===== src/rtl/lsd_pkg.sv =====
// Package for the lidar scan deframer: field widths, codes, controller states
// and the command/status structs between controller and datapath.
// No dependencies.
`default_nettype none

package lsd_pkg;

    // Field widths of the stream words
    localparam int QUAL_W  = 8;
    localparam int ANGLE_W = 15;
    localparam int DIST_W  = 16;
    localparam int IDX_W   = 6;
    localparam int COUNT_W = 16;
    localparam int BYTE_W  = 8;
    localparam int TDATA_W = 64;

    // Input kinds carried in s_tuser
    localparam logic CMD_ARM  = 1'b0;
    localparam logic CMD_DATA = 1'b1;

    // Configuration register indexes
    localparam logic REG_SCAN_MODE = 1'b0;
    localparam logic REG_PACKETS   = 1'b1;

    localparam logic MODE_EXPRESS = 1'b1;

    // Express sync nibbles, packets reset value and count limit
    localparam logic [3:0] SYNC1_NIB   = 4'hA;
    localparam logic [3:0] SYNC2_NIB   = 4'h5;
    localparam logic [7:0] PPS_RESET   = 8'd79;
    localparam logic [COUNT_W-1:0] COUNT_MAX = 16'hFFFF;

    // Result kinds carried in m_tuser
    typedef enum logic [1:0] {
        EV_POINT = 2'd0,
        EV_CABIN = 2'd1,
        EV_DONE  = 2'd2,
        EV_ERROR = 2'd3
    } event_t;

    // What the datapath does with the held input word
    typedef enum logic [2:0] {
        OP_NONE,
        OP_DROP,
        OP_ARM,
        OP_STD,
        OP_SYNC1,
        OP_SYNC2,
        OP_PAY
    } byte_op_t;

    typedef enum logic [2:0] {
        ST_IDLE,
        ST_STD,
        ST_SYNC1,
        ST_SYNC2,
        ST_PAYLOAD,
        ST_DRAIN_RD,
        ST_DRAIN_OUT,
        ST_DONE_OUT
    } ctrl_state_t;

    typedef struct packed {
        byte_op_t op;
        logic     cnt_inc;
        logic     out_load;
        event_t   out_sel;
        logic     out_last;
        logic     drain_start;
        logic     drain_rd;
        logic     drain_next;
    } dp_cmd_t;

    typedef struct packed {
        logic in_valid;
        logic in_cmd;
        logic out_free;
        logic scan_mode;
        logic std_full;
        logic std_start;
        logic std_check;
        logic frame_started;
        logic cnt_gt1;
        logic sync1_ok;
        logic sync2_ok;
        logic pay_final;
        logic xor_match;
        logic drain_last;
        logic target_hit;
    } dp_stat_t;

endpackage

`default_nettype wire


===== src/rtl/lsd_ram.sv =====
// Generic single-port-write, single-port-read RAM with registered read data.
// No dependencies.
`default_nettype none

module lsd_ram #(
    parameter int WIDTH = 16,
    parameter int DEPTH = 40,
    parameter int AW    = (DEPTH > 1) ? $clog2(DEPTH) : 1
) (
    input  wire logic             aclk,
    input  wire logic             we,
    input  wire logic [AW-1:0]    waddr,
    input  wire logic [WIDTH-1:0] wdata,
    input  wire logic             re,
    input  wire logic [AW-1:0]    raddr,
    output logic      [WIDTH-1:0] rdata
);

    logic [WIDTH-1:0] mem [DEPTH];
    logic [WIDTH-1:0] rdata_reg;

    // Write port and registered read port
    always_ff @(posedge aclk) begin
        if (we) begin
            mem[waddr] <= wdata;
        end
        if (re) begin
            rdata_reg <= mem[raddr];
        end
    end

    assign rdata = rdata_reg;

endmodule

`default_nettype wire


===== src/rtl/lsd_dp.sv =====
// Datapath of the lidar scan deframer: input hold word, record and packet
// registers, cabin RAM, counters and the output register.
// Depends on lsd_pkg and lsd_ram.
`default_nettype none

module lsd_dp
    import lsd_pkg::*;
#(
    parameter int CABINS = 40
) (
    input  wire logic               aclk,
    input  wire logic               aresetn,
    // input stream
    input  wire logic               s_tvalid,
    output logic                    s_tready,
    input  wire logic [BYTE_W-1:0]  s_tdata,
    input  wire logic               s_tuser,
    // result stream
    output logic                    m_tvalid,
    input  wire logic               m_tready,
    output logic [TDATA_W-1:0]      m_tdata,
    output logic [1:0]              m_tuser,
    output logic                    m_tlast,
    // configuration
    input  wire logic               cfg_valid,
    input  wire logic               cfg_index,
    input  wire logic [7:0]         cfg_data,
    // controller link
    input  wire dp_cmd_t            cmd,
    output dp_stat_t                stat
);

    localparam int AW        = (CABINS > 1) ? $clog2(CABINS) : 1;
    localparam int PAY_TOTAL = 2 + 2 * CABINS;
    localparam int POS_W     = $clog2(PAY_TOTAL);

    // Configuration registers
    logic       scan_mode_reg;
    logic [7:0] pps_reg;

    // Input hold word
    logic              in_valid_reg;
    logic              in_cmd_reg;
    logic [BYTE_W-1:0] in_byte_reg;
    logic              take;

    // Scan state
    logic [2:0]         std_pos_reg;
    logic [7:0]         rec_reg [4];
    logic               frame_started_reg;
    logic [POS_W-1:0]   pos_reg;
    logic [7:0]         pending_reg;
    logic [7:0]         exp_reg;
    logic [7:0]         xor_reg;
    logic [ANGLE_W-1:0] angle_reg;
    logic [COUNT_W-1:0] count_reg;
    logic [COUNT_W-1:0] count_next;
    logic [AW-1:0]      drain_idx_reg;

    // RAM
    logic             ram_we;
    logic [POS_W-1:0] pos_off;
    logic [AW-1:0]    ram_waddr;
    logic [DIST_W-1:0] ram_rdata;

    // Output register
    logic               out_valid_reg;
    event_t             out_ev_reg;
    logic               out_last_reg;
    logic [QUAL_W-1:0]  out_q_reg;
    logic [ANGLE_W-1:0] out_ang_reg;
    logic [DIST_W-1:0]  out_dist_reg;
    logic [IDX_W-1:0]   out_idx_reg;
    logic [COUNT_W-1:0] out_cnt_reg;
    logic [7:0]         target;

    assign take     = (cmd.op != OP_NONE);
    assign s_tready = !in_valid_reg || take;

    // Hold one input word so a new one can enter while a result waits
    always_ff @(posedge aclk) begin
        if (!aresetn) begin
            in_valid_reg <= 1'b0;
        end else if (s_tvalid && s_tready) begin
            in_valid_reg <= 1'b1;
        end else if (take) begin
            in_valid_reg <= 1'b0;
        end
    end

    always_ff @(posedge aclk) begin
        if (s_tvalid && s_tready) begin
            in_cmd_reg  <= s_tuser;
            in_byte_reg <= s_tdata;
        end
    end

    // Configuration writes
    always_ff @(posedge aclk) begin
        if (!aresetn) begin
            scan_mode_reg <= 1'b0;
            pps_reg       <= PPS_RESET;
        end else if (cfg_valid) begin
            if (cfg_index == REG_SCAN_MODE) begin
                scan_mode_reg <= cfg_data[0];
            end else begin
                pps_reg <= cfg_data;
            end
        end
    end

    // Saturating item count
    always_comb begin
        count_next = count_reg;
        if (cmd.cnt_inc && count_reg != COUNT_MAX) begin
            count_next = count_reg + COUNT_W'(1);
        end
    end

    // Scan state update per consumed word
    always_ff @(posedge aclk) begin
        if (!aresetn) begin
            std_pos_reg       <= '0;
            frame_started_reg <= 1'b0;
            pos_reg           <= '0;
            pending_reg       <= '0;
            exp_reg           <= '0;
            xor_reg           <= '0;
            angle_reg         <= '0;
            count_reg         <= '0;
            drain_idx_reg     <= '0;
            for (int i = 0; i < 4; i++) begin
                rec_reg[i] <= '0;
            end
        end else begin
            // Clear the count on arm, else advance it
            if (cmd.op == OP_ARM) begin
                count_reg <= '0;
            end else begin
                count_reg <= count_next;
            end
            case (cmd.op)
                OP_ARM: begin
                    std_pos_reg       <= '0;
                    frame_started_reg <= 1'b0;
                    pos_reg           <= '0;
                    pending_reg       <= '0;
                    exp_reg           <= '0;
                    xor_reg           <= '0;
                    angle_reg         <= '0;
                end
                OP_STD: begin
                    if (!stat.std_full) begin
                        rec_reg[std_pos_reg[1:0]] <= in_byte_reg;
                        std_pos_reg <= std_pos_reg + 3'd1;
                    end else begin
                        std_pos_reg <= '0;
                        if (stat.std_start && !frame_started_reg && stat.std_check) begin
                            frame_started_reg <= 1'b1;
                        end
                    end
                end
                OP_SYNC1: begin
                    if (stat.sync1_ok) begin
                        exp_reg <= {4'h0, in_byte_reg[3:0]};
                    end
                end
                OP_SYNC2: begin
                    if (stat.sync2_ok) begin
                        exp_reg   <= {in_byte_reg[3:0], exp_reg[3:0]};
                        xor_reg   <= '0;
                        pos_reg   <= '0;
                        angle_reg <= '0;
                    end
                end
                OP_PAY: begin
                    xor_reg <= xor_reg ^ in_byte_reg;
                    if (pos_reg == POS_W'(0)) begin
                        angle_reg[7:0] <= in_byte_reg;
                    end else if (pos_reg == POS_W'(1)) begin
                        angle_reg[ANGLE_W-1:8] <= in_byte_reg[ANGLE_W-9:0];
                    end else if (!pos_reg[0]) begin
                        pending_reg <= in_byte_reg;
                    end
                    if (stat.pay_final) begin
                        pos_reg <= '0;
                    end else begin
                        pos_reg <= pos_reg + POS_W'(1);
                    end
                end
                default: begin
                end
            endcase
            // Walk the cabin store
            if (cmd.drain_start) begin
                drain_idx_reg <= '0;
            end else if (cmd.drain_next) begin
                drain_idx_reg <= drain_idx_reg + AW'(1);
            end
        end
    end

    // Store a cabin on its high byte
    assign pos_off   = pos_reg - POS_W'(2);
    assign ram_waddr = AW'(pos_off >> 1);
    assign ram_we    = (cmd.op == OP_PAY) && pos_reg[0] && (pos_reg != POS_W'(1));

    lsd_ram #(
        .WIDTH (DIST_W),
        .DEPTH (CABINS),
        .AW    (AW)
    ) u_cabin_ram (
        .aclk  (aclk),
        .we    (ram_we),
        .waddr (ram_waddr),
        .wdata ({in_byte_reg, pending_reg}),
        .re    (cmd.drain_rd),
        .raddr (drain_idx_reg),
        .rdata (ram_rdata)
    );

    // Status to the controller
    assign target = (pps_reg == 8'd0) ? 8'd1 : pps_reg;

    always_comb begin
        stat.in_valid      = in_valid_reg;
        stat.in_cmd        = in_cmd_reg;
        stat.out_free      = !out_valid_reg || m_tready;
        stat.scan_mode     = scan_mode_reg;
        stat.std_full      = (std_pos_reg == 3'd4);
        stat.std_start     = rec_reg[0][0] && !rec_reg[0][1];
        stat.std_check     = rec_reg[1][0];
        stat.frame_started = frame_started_reg;
        stat.cnt_gt1       = (count_reg > COUNT_W'(1));
        stat.sync1_ok      = (in_byte_reg[7:4] == SYNC1_NIB);
        stat.sync2_ok      = (in_byte_reg[7:4] == SYNC2_NIB);
        stat.pay_final     = (pos_reg == POS_W'(PAY_TOTAL - 1));
        stat.xor_match     = ((xor_reg ^ in_byte_reg) == exp_reg);
        stat.drain_last    = (drain_idx_reg == AW'(CABINS - 1));
        stat.target_hit    = (count_reg >= {8'h00, target});
    end

    // Output register: load a result, drop it once taken
    always_ff @(posedge aclk) begin
        if (!aresetn) begin
            out_valid_reg <= 1'b0;
        end else if (cmd.out_load) begin
            out_valid_reg <= 1'b1;
        end else if (m_tready) begin
            out_valid_reg <= 1'b0;
        end
    end

    always_ff @(posedge aclk) begin
        if (cmd.out_load) begin
            out_ev_reg   <= cmd.out_sel;
            out_last_reg <= cmd.out_last;
            out_cnt_reg  <= count_next;
            case (cmd.out_sel)
                EV_POINT: begin
                    out_q_reg    <= rec_reg[0];
                    out_ang_reg  <= {rec_reg[2], rec_reg[1][7:1]};
                    out_dist_reg <= {in_byte_reg, rec_reg[3]};
                    out_idx_reg  <= '0;
                end
                EV_CABIN: begin
                    out_q_reg    <= '0;
                    out_ang_reg  <= angle_reg;
                    out_dist_reg <= ram_rdata;
                    out_idx_reg  <= IDX_W'(drain_idx_reg);
                end
                default: begin
                    out_q_reg    <= '0;
                    out_ang_reg  <= '0;
                    out_dist_reg <= '0;
                    out_idx_reg  <= '0;
                end
            endcase
        end
    end

    assign m_tvalid = out_valid_reg;
    assign m_tuser  = out_ev_reg;
    assign m_tlast  = out_last_reg;
    assign m_tdata  = {3'b000, out_cnt_reg, out_idx_reg, out_dist_reg, out_ang_reg, out_q_reg};

endmodule

`default_nettype wire


===== src/rtl/lsd_ctrl.sv =====
// Controller of the lidar scan deframer: scan phase state machine that
// sequences the datapath. Depends on lsd_pkg.
`default_nettype none

module lsd_ctrl
    import lsd_pkg::*;
(
    input  wire logic     aclk,
    input  wire logic     aresetn,
    input  wire dp_stat_t stat,
    output dp_cmd_t       cmd
);

    ctrl_state_t state_reg;
    ctrl_state_t state_next;
    logic        can_take;

    // State register
    always_ff @(posedge aclk) begin
        if (!aresetn) begin
            state_reg <= ST_IDLE;
        end else begin
            state_reg <= state_next;
        end
    end

    // Consume a word only when a result it may cause has somewhere to go
    assign can_take = stat.in_valid && stat.out_free;

    // Next state and datapath commands
    always_comb begin
        state_next      = state_reg;
        cmd.op          = OP_NONE;
        cmd.cnt_inc     = 1'b0;
        cmd.out_load    = 1'b0;
        cmd.out_sel     = EV_POINT;
        cmd.out_last    = 1'b0;
        cmd.drain_start = 1'b0;
        cmd.drain_rd    = 1'b0;
        cmd.drain_next  = 1'b0;

        case (state_reg)
            ST_IDLE, ST_STD, ST_SYNC1, ST_SYNC2, ST_PAYLOAD: begin
                if (can_take) begin
                    if (stat.in_cmd == CMD_ARM) begin
                        // Abandon any scan and start afresh in the set mode
                        cmd.op     = OP_ARM;
                        state_next = (stat.scan_mode == MODE_EXPRESS) ? ST_SYNC1 : ST_STD;
                    end else begin
                        case (state_reg)
                            ST_STD: begin
                                cmd.op = OP_STD;
                                if (stat.std_full) begin
                                    if (stat.std_start && !stat.frame_started) begin
                                        cmd.op = OP_STD;
                                    end else if (stat.frame_started && stat.std_start
                                                 && stat.cnt_gt1) begin
                                        if (stat.std_check) begin
                                            cmd.out_load = 1'b1;
                                            cmd.out_sel  = EV_DONE;
                                            cmd.out_last = 1'b1;
                                            state_next   = ST_IDLE;
                                        end
                                    end else if (stat.frame_started) begin
                                        cmd.cnt_inc  = 1'b1;
                                        cmd.out_load = 1'b1;
                                        cmd.out_sel  = EV_POINT;
                                        cmd.out_last = 1'b1;
                                    end
                                end
                            end
                            ST_SYNC1: begin
                                cmd.op = OP_SYNC1;
                                if (stat.sync1_ok) begin
                                    state_next = ST_SYNC2;
                                end
                            end
                            ST_SYNC2: begin
                                cmd.op     = OP_SYNC2;
                                state_next = stat.sync2_ok ? ST_PAYLOAD : ST_SYNC1;
                            end
                            ST_PAYLOAD: begin
                                cmd.op = OP_PAY;
                                if (stat.pay_final) begin
                                    if (!stat.xor_match) begin
                                        cmd.out_load = 1'b1;
                                        cmd.out_sel  = EV_ERROR;
                                        cmd.out_last = 1'b1;
                                        state_next   = ST_IDLE;
                                    end else begin
                                        cmd.cnt_inc     = 1'b1;
                                        cmd.drain_start = 1'b1;
                                        state_next      = ST_DRAIN_RD;
                                    end
                                end
                            end
                            default: begin
                                // Data while idle is dropped
                                cmd.op = OP_DROP;
                            end
                        endcase
                    end
                end
            end
            ST_DRAIN_RD: begin
                cmd.drain_rd = 1'b1;
                state_next   = ST_DRAIN_OUT;
            end
            ST_DRAIN_OUT: begin
                if (stat.out_free) begin
                    cmd.out_load = 1'b1;
                    cmd.out_sel  = EV_CABIN;
                    cmd.out_last = stat.drain_last && !stat.target_hit;
                    if (stat.drain_last) begin
                        state_next = stat.target_hit ? ST_DONE_OUT : ST_SYNC1;
                    end else begin
                        cmd.drain_next = 1'b1;
                        state_next     = ST_DRAIN_RD;
                    end
                end
            end
            ST_DONE_OUT: begin
                if (stat.out_free) begin
                    cmd.out_load = 1'b1;
                    cmd.out_sel  = EV_DONE;
                    cmd.out_last = 1'b1;
                    state_next   = ST_IDLE;
                end
            end
            default: begin
                state_next = ST_IDLE;
            end
        endcase
    end

endmodule

`default_nettype wire


===== src/rtl/lidar_scan_deframer.sv =====
// Lidar scan deframer, top level: joins the controller and the datapath.
// Depends on lsd_pkg, lsd_ctrl, lsd_dp (and lsd_ram below it).
//
// Usage:
//   s_ channel carries one word per received event: s_tuser 0 arms a new
//   scan (mode taken from scan_mode), s_tuser 1 carries a data byte in
//   s_tdata. m_ channel carries results; m_tuser gives the kind (point,
//   cabin, done, error), m_tlast marks the final result of an input word.
//   The cfg_ channel writes scan_mode (index 0) and packets_per_scan
//   (index 1); it is always ready and should be used while the block idles.
//   A word enters the hold stage and its result, if any, is then loaded
//   into the output register that drives m_tvalid; the load waits while
//   the output register is full and not taken. A sustained rate of one word
//   per cycle holds while the receiver keeps m_tready high and no drain runs.
//   A good express packet drains its CABINS_PER_PACKET cabins from the
//   cabin RAM, each by a read and then an output load, plus a done result
//   once the packet target is hit; input words wait in the hold stage.
//   When the receiver stalls the output register holds, one more input
//   word is taken into the hold stage, then s_tready drops.
//   Reset clears all scan state and returns to idle at once; there is no
//   clearing pass. The cabin RAM needs no reset.
`default_nettype none

module lidar_scan_deframer
    import lsd_pkg::*;
#(
    parameter int CABINS_PER_PACKET = 40
) (
    input  wire logic               aclk,
    input  wire logic               aresetn,
    input  wire logic               s_tvalid,
    output logic                    s_tready,
    input  wire logic [BYTE_W-1:0]  s_tdata,   // [7:0] data_byte
    input  wire logic               s_tuser,   // [0] command
    output logic                    m_tvalid,
    input  wire logic               m_tready,
    // [7:0] quality, [22:8] angle_raw, [38:23] distance_raw,
    // [44:39] cabin_index, [60:45] count, [63:61] zero
    output logic [TDATA_W-1:0]      m_tdata,
    output logic [1:0]              m_tuser,   // [1:0] event_res
    output logic                    m_tlast,
    input  wire logic               cfg_valid,
    output logic                    cfg_ready,
    input  wire logic               cfg_index,
    input  wire logic [7:0]         cfg_data
);

    dp_cmd_t  cmd;
    dp_stat_t stat;

    assign cfg_ready = 1'b1;

    lsd_ctrl u_ctrl (
        .aclk    (aclk),
        .aresetn (aresetn),
        .stat    (stat),
        .cmd     (cmd)
    );

    lsd_dp #(
        .CABINS (CABINS_PER_PACKET)
    ) u_dp (
        .aclk      (aclk),
        .aresetn   (aresetn),
        .s_tvalid  (s_tvalid),
        .s_tready  (s_tready),
        .s_tdata   (s_tdata),
        .s_tuser   (s_tuser),
        .m_tvalid  (m_tvalid),
        .m_tready  (m_tready),
        .m_tdata   (m_tdata),
        .m_tuser   (m_tuser),
        .m_tlast   (m_tlast),
        .cfg_valid (cfg_valid && cfg_ready),
        .cfg_index (cfg_index),
        .cfg_data  (cfg_data),
        .cmd       (cmd),
        .stat      (stat)
    );

endmodule

`default_nettype wire


===== config.mk =====
export PLATFORM = sky130hd
export DESIGN_NAME = lidar_scan_deframer
export DESIGN_NICKNAME = d
export VERILOG_FILES = /design/src/rtl/lsd_pkg.sv /design/src/rtl/lsd_ram.sv /design/src/rtl/lsd_dp.sv /design/src/rtl/lsd_ctrl.sv /design/src/rtl/lidar_scan_deframer.sv
export SDC_FILE = /design/constraint.sdc
export NUM_CORES = 1
export LEC_CHECK = 0
export ABC_AREA = 1
export CORE_MARGIN = 10
export CORE_UTILIZATION = 30
export CTS_CLUSTER_SIZE = 20
export DETAILED_ROUTE_END_ITERATION = 10
export DONT_BUFFER_PORTS = 1
export SLEW_MARGIN = 20
export SYNTH_ARGS = -nofsm -noshare
export SYNTH_HDL_FRONTEND = slang
export SYNTH_HIERARCHICAL = 1
export SYNTH_SLANG_ARGS = --single-unit
export TNS_END_PERCENT = 10

===== constraint.sdc =====
create_clock -name aclk -period 11.3 [get_ports aclk]
set_clock_uncertainty 0.15 [all_clocks]
set_input_delay 3.39 -clock aclk [delete_from_list [all_inputs] [get_ports aclk]]
set_output_delay 3.39 -clock aclk [all_outputs]
set_load 0.01 [all_outputs]

==> metrics.txt, run 1 <==
Max IR drop VDD=107 uV; switching power=0.00126 W; number of violations reported at the end of detailed-routing iteration 0=2,556; routed wire length=89,700 um; leakage dissipation=14.5 nW; clock-pin transition on the worst setup and hold timing paths=0.06 ns; number of hold-slack violations in the final timing report=0; buffer cell driving the clock tree root=clkbuf_16; effective utilization at floorplan=30.3%; RSZ-0062 raised after global routing=no; fraction of layout instances using a drive strength above 1=8.47%; CTS tree=done; setup repair bufs after CTS=0; minimum period implied by the final worst setup slack=8.28 ns; dominant combinational cell family by area after synthesis=simple AND/OR/NAND/NOR gates; share of the yosys chip area belonging to registers=69.5%; Port Buffer Count=0; final worst-path cycle share=73.3%; switching share of power=20.0%; via count=23.0k; highest clock rate=121 MHz; number of instances resized during post-cts repair=0; post-detailed-route via-to-cell ratio=4.87; routed wire length per instance=19.0 um; placed wire-length estimate after detailed placement=54,000 um; number of antenna violations at the first check in global routing=1; worst-case clock buffer depth=3; data arrival time at the worst-slack endpoint=4.74 ns; flip-flop count of the largest register, all copies and words added=640; Comb pwr share=1.5%; # fillers=11.5k; Slew HR=32.1%; post-synthesis instance total=3,148; drt first pass iters=6; type of the setup path with the least slack=primary input to output port; Diodes inserted=0; vias in the first global route=21.4k; final-stage net count=3,177; max-slew violations=0; number of enable flip-flop cells after synthesis=761; cell-internal power=0.00507 W; remaining antenna violation count=0; Total Routing Usage GR=13.0%; Adder-Cell Fraction of Synth Area=0.672%; # setup viols final=0; total overflow reported by the global router=0; total number of H-tree levels=3; CP Capture Type=output port; count of state elements after synthesis=847; vertical extent of the die=363 um; synthesis-to-finish area growth=12.4%; gpl congestion=0.881; worst hold path class=flip-flop to flip-flop; core region area=117,000 um2; most frequently used flop master after synthesis=edfxtp_1; Max Cap Violations=0; Async SR Flop Fraction=0%; unique cell type count in the Yosys netlist=52; number of sinks on the clock net=847; Synth Warn #=6; status=complete, no violations; full die area=132,000 um2; global-route wire length before repair=134,000 um; Residual DRC=0; transition time at the pin with the least slew margin=1.02 ns; clock network fraction of total power=44.7%; pin count of the biggest net entering global routing=154; average footprint of a synthesized cell=11.2 um2; share of power burned in registers=53.7%; setup TNS after final layout=0 ns; startpoint types=primary input; largest fanout of any net on the critical path=7; area occupied by multi-input gates=9320 um2; count of boundary I/O pins=93; die outline width=363 um; Register-to-Register Path Depth=9; final hold slack=0.312 ns; post-synthesis compound-gate area fraction=4.07%; Storage cell area=24,600 um2; simple-gate share of the synthesized area=20.7%; pwr/cell area=159 nW/um2; Placement Rows=125; number of buffers created by CTS=87; source-to-sink clock delay at the later pin of the worst-skew pair=0.64 ns; xor-xnor portion of the synthesized cell area=0.669%; mux contribution to synthesized area=0%; count of hold-fix buffers inserted at cts=0; critical path data required time=7.76 ns; cell count of the worst hold path=2; netlist area before placement=35,400 um2
[final cells by class]
class,instances,share of cell area [%]
clock inverter,41,1.16
timing repair buffer,74,1.40
multi-input combinational,1978,23.4
tap,1524,4.80
sequential,847,61.8
inverter,147,1.43
clock buffer,113,5.93
[worst max-delay path: stages]
cell	delay (ns)
inv_1	0.02
nand2_1	0.26
nand2_1	0.15
a211oi_1	0.50
nor2_1	0.14
nand3_1	0.27
[metal layers]
layer / global-route usage (%) / wire (um)
met4: 4.56 / 2870
met3: 1.90 / 5560
met1: 17.9 / 39500
met5: 0 / 11
met2: 20.9 / 41700
[final timing paths]
check / from / slack (ns) / endpoint
max: m_tready / 3.02 / s_tready
min: u_dp/frame_started_reg / 0.31 / u_dp/frame_started_reg
max reg2reg: u_ctrl/state_reg[0] / 6.65 / u_dp/u_cabin_ram/mem[21][13]
min reg2reg: u_dp/frame_started_reg / 0.31 / u_dp/frame_started_reg
[Yosys cell counts (2+ instances only)]
master | n | area share [%]
o21ai_0 | 100 | 1.4
xnor2_1 | 12 | 0.30
a31o_2 | 2 | 0.050
o21ai_1 | 3 | 0.042
o22ai_1 | 26 | 0.46
nand2_2 | 19 | 0.34
o221ai_1 | 16 | 0.40
nand2_1 | 851 | 9.0
xor2_1 | 15 | 0.37
or2_0 | 2 | 0.035
nor3b_1 | 2 | 0.042
dfxtp_1 | 86 | 4.9
o211ai_1 | 20 | 0.42
nor2_8 | 2 | 0.11
nor2_2 | 8 | 0.14
or2_1 | 4 | 0.071
a21oi_1 | 74 | 1.0
nor2_4 | 4 | 0.13
buf_2 | 61 | 0.86
ha_1 | 19 | 0.67
clkbuf_8 | 2 | 0.078
clkbuf_1 | 58 | 0.62
o2111ai_1 | 2 | 0.050
nor2_1 | 211 | 2.2
buf_4 | 43 | 0.91
nor4_1 | 9 | 0.16
or2_2 | 7 | 0.12
conb_1 | 2 | 0.021
nand3_2 | 4 | 0.11
inv_2 | 10 | 0.11
nand2_4 | 2 | 0.064
nand3_1 | 490 | 6.9
a21oi_2 | 4 | 0.099
nor3_1 | 10 | 0.14
nand4_1 | 46 | 0.81
edfxtp_1 | 761 | 65
buf_6 | 6 | 0.19
buf_1 | 7 | 0.074
inv_1 | 135 | 1.4
[cells in the final DEF, fill, tap and decap left out, types with 12 or more instances in the layout]
cell,n
nor2_1,211
nand2_1,851
buf_4,74
ha_1,19
nand3_1,489
clkbuf_1,20
o211ai_1,20
a21oi_1,74
nand2_2,19
clkinv_1,19
clkbuf_16,89
nand4_1,46
xnor2_1,12
o221ai_1,16
o21ai_0,99
xor2_1,15
dfxtp_1,83
inv_1,134
o22ai_1,26
edfxtp_1,761
[cell families (layout without fill, tap and decap cells)]
group           after synthesis  in the layout
other cells                   2              4
flops                       847            847
simple gates               1677           1677
xor+xnor                     27             27
compound gates              251            251
fa+ha+maj                    19             19
buf+inv                     325            375
[stage by stage]
step           worst slack [ns]  instances  utilization [%]  power (W)  instance area (um2)
6_report                   3.02       4724             34.1    0.00634                39800
5_1_grt                    2.91       4724             34.1    0.00653                39800
4_1_cts                    3.00       4724             34.1    0.00640                39800
3_5_place_dp               2.99       4570             31.7    0.00357                36900
3_3_place_gp               3.05       4570             31.7    0.00357                36900
2_1_floorplan              3.40       3150                -    0.00353                35400
[power groups by stage]
stage               Combinational [W]  Sequential [W]  Clock (W)
CTS                         0.0000997         0.00341    0.00289
finish                      0.0000974         0.00341    0.00284
floorplan                   0.0000535         0.00348          0
global placement            0.0000974         0.00347          0
global route                 0.000108         0.00341    0.00302
detailed placement          0.0000994         0.00347          0
(Power assumes the default switching activity.)
==> inputs of run 2 (changes only) <==
clock period = 7.9 ns   (was 11.3 ns; I/O delays follow)
==> metrics.txt, run 2 (synthesis gave the netlist of run 1 again) <==
core region area=117,000 um2; final-stage net count=3,180; final worst-path cycle share=79.0%; effective utilization at floorplan=30.3%; worst r2r dst=u_dp/u_cabin_ram/mem[22][10]; synthesis-to-finish area growth=12.9%; Placement Rows=125; max-slew violations=0; number of sinks on the clock net=847; worst hold path class=flip-flop to flip-flop; end point of the most critical hold path=u_dp/angle_reg[0]; WL met2=43,000 um; drt first pass iters=5; routed length on met3=5960 um; placed wire-length estimate after detailed placement=55,600 um; worst reg-to-reg setup slack=3.32 ns; Max stage delay cell, worst path=a211oi_1; vias in the first global route=21.6k; highest clock rate=160 MHz; type of the setup path with the least slack=primary input to output port; largest fanout of any net on the critical path=7; CP Capture Type=output port; Diodes inserted=0; pin count of the biggest net entering global routing=213; Comb pwr share=1.5%; top library cells by usage in the layout, fill and taps aside=nand2_1, edfxtp_1, nand3_1; worst-case clock buffer depth=3; number of hold-slack violations in the final timing report=0; CTS tree=done; critical path data required time=5.38 ns; Top Metal Used=met4; Port Buffer Count=0; transition time at the pin with the least slew margin=1.06 ns; switching share of power=20.8%; most frequent cell on the critical path=nand2_1; minimum period implied by the final worst setup slack=6.24 ns; flip-flop count of the largest register, all copies and words added=640; Residual DRC=0; launch instance of the worst min-delay path=u_dp/angle_reg[0]; source-to-sink clock delay at the later pin of the worst-skew pair=0.66 ns; startpoint types=primary input; list of cells traversed by the critical path=inv_1, nand2_1, nand2_1, a211oi_1, nor2_1, nand3_1; leakage dissipation=14.6 nW; number of instances resized during post-cts repair=0; die outline width=363 um; fraction of layout instances using a drive strength above 1=8.78%; number of violations reported at the end of detailed-routing iteration 0=2,335; clock network fraction of total power=45.6%; worst reg2reg startpoint=u_ctrl/state_reg[0]; global-route wire length before repair=136,000 um; # setup viols final=0; cell-internal power=0.00731 W; data arrival time at the worst-slack endpoint=3.72 ns; total overflow reported by the global router=0; setup TNS after final layout=0 ns; status=complete, no violations; Max IR drop VDD=157 uV; remaining antenna violation count=0; Total Routing Usage GR=13.3%; number of buffers created by CTS=93; vertical extent of the die=363 um; via count=23.3k; Max Cap Violations=0; Largest stage delay, worst path=0.49 ns; cell count of the worst hold path=2; buffer cell driving the clock tree root=clkbuf_16; Slew HR=29.6%; final hold slack=0.322 ns; pwr/cell area=231 nW/um2; RSZ-0062 raised after global routing=no; number of antenna violations at the first check in global routing=2; Register-to-Register Path Depth=9; wire length the detailed router placed on met1=40,300 um; share of power burned in registers=52.8%; most common cell after layout, fill and taps aside=nand2_1; full die area=132,000 um2; switching power=0.00192 W; clock-pin transition on the worst setup and hold timing paths=0.06 ns; total number of H-tree levels=3; setup repair bufs after CTS=0; routed wire length=92,000 um; gpl congestion=0.868; post-detailed-route via-to-cell ratio=4.92; count of boundary I/O pins=93; routed wire length per instance=19.4 um; count of hold-fix buffers inserted at cts=0
[run 2: changes by cell type in the layout (fill, tap and decap cells not counted), moves of 2 or more]
cell / previous run / this run
clkinv_2: 5 / 14
clkbuf_16: 89 / 93
buf_4: 74 / 70
bufinv_16: 8 / 6
inv_16: 0 / 2
clkinv_1: 19 / 22
[run 2: power groups by stage]
stage	logic [W]	registers (W)	clock network, W
final	0.000143	0.00487	0.00421
after CTS	0.000145	0.00487	0.00430
after global routing	0.000158	0.00487	0.00447
after floorplan	0.0000765	0.00498	0
after global placement	0.000142	0.00497	0
after detailed placement	0.000145	0.00497	0
[run 2: critical path: cells and delay by family]
family,cells,cell delay (ns)
AND/OR/NAND/NOR,4,0.83
AO/OA/AOI/OAI,1,0.49
buffers and inverters,1,0.02
[run 2: through the flow]
step           setup slack (ns)  std cells  cell area, um2  util [%]  total power [W]
4_1_cts                    1.62       4737           39900      34.2          0.00931
2_1_floorplan              1.35       3150           35400         -          0.00506
5_1_grt                    1.50       4737           39900      34.2          0.00950
3_5_place_dp               1.41       4567           36900      31.6          0.00511
6_report                   1.66       4737           39900      34.2          0.00923
3_3_place_gp               1.52       4567           36900      31.6          0.00511
[run 2: worst max path at each step]
| stage | start | to | depth (start not counted) |
|---|---|---|---|
| floorplan | m_tready | u_dp/u_cabin_ram/mem[16][0] | 12 |
| detailed placement | m_tready | u_dp/u_cabin_ram/mem[22][12] | 11 |
| global route | m_tready | s_tready | 6 |
| global placement | m_tready | u_dp/u_cabin_ram/mem[23][13] | 11 |
| finish | m_tready | s_tready | 6 |
| CTS | m_tready | s_tready | 6 |
[run 2: layout make-up]
class / instances / area (um2)
Timing Repair Buffer: 71 / 546
Tap cell: 1524 / 1910
Fill cell: 11500 / 76800
Sequential cell: 847 / 24600
Multi-Input combinational cell: 1978 / 9320
Inverter: 147 / 567
Clock buffer: 116 / 2450
Clock inverter: 54 / 532
[run 2: metal layers]
| metal | GRT usage (%) | up-vias |
|---|---|---|
| li1 | - | 11000 |
| met1 | 18.3 | 11400 |
| met3 | 1.97 | 152 |
| met5 | 0 | - |
| met2 | 21.3 | 851 |
| met4 | 4.48 | 0 |
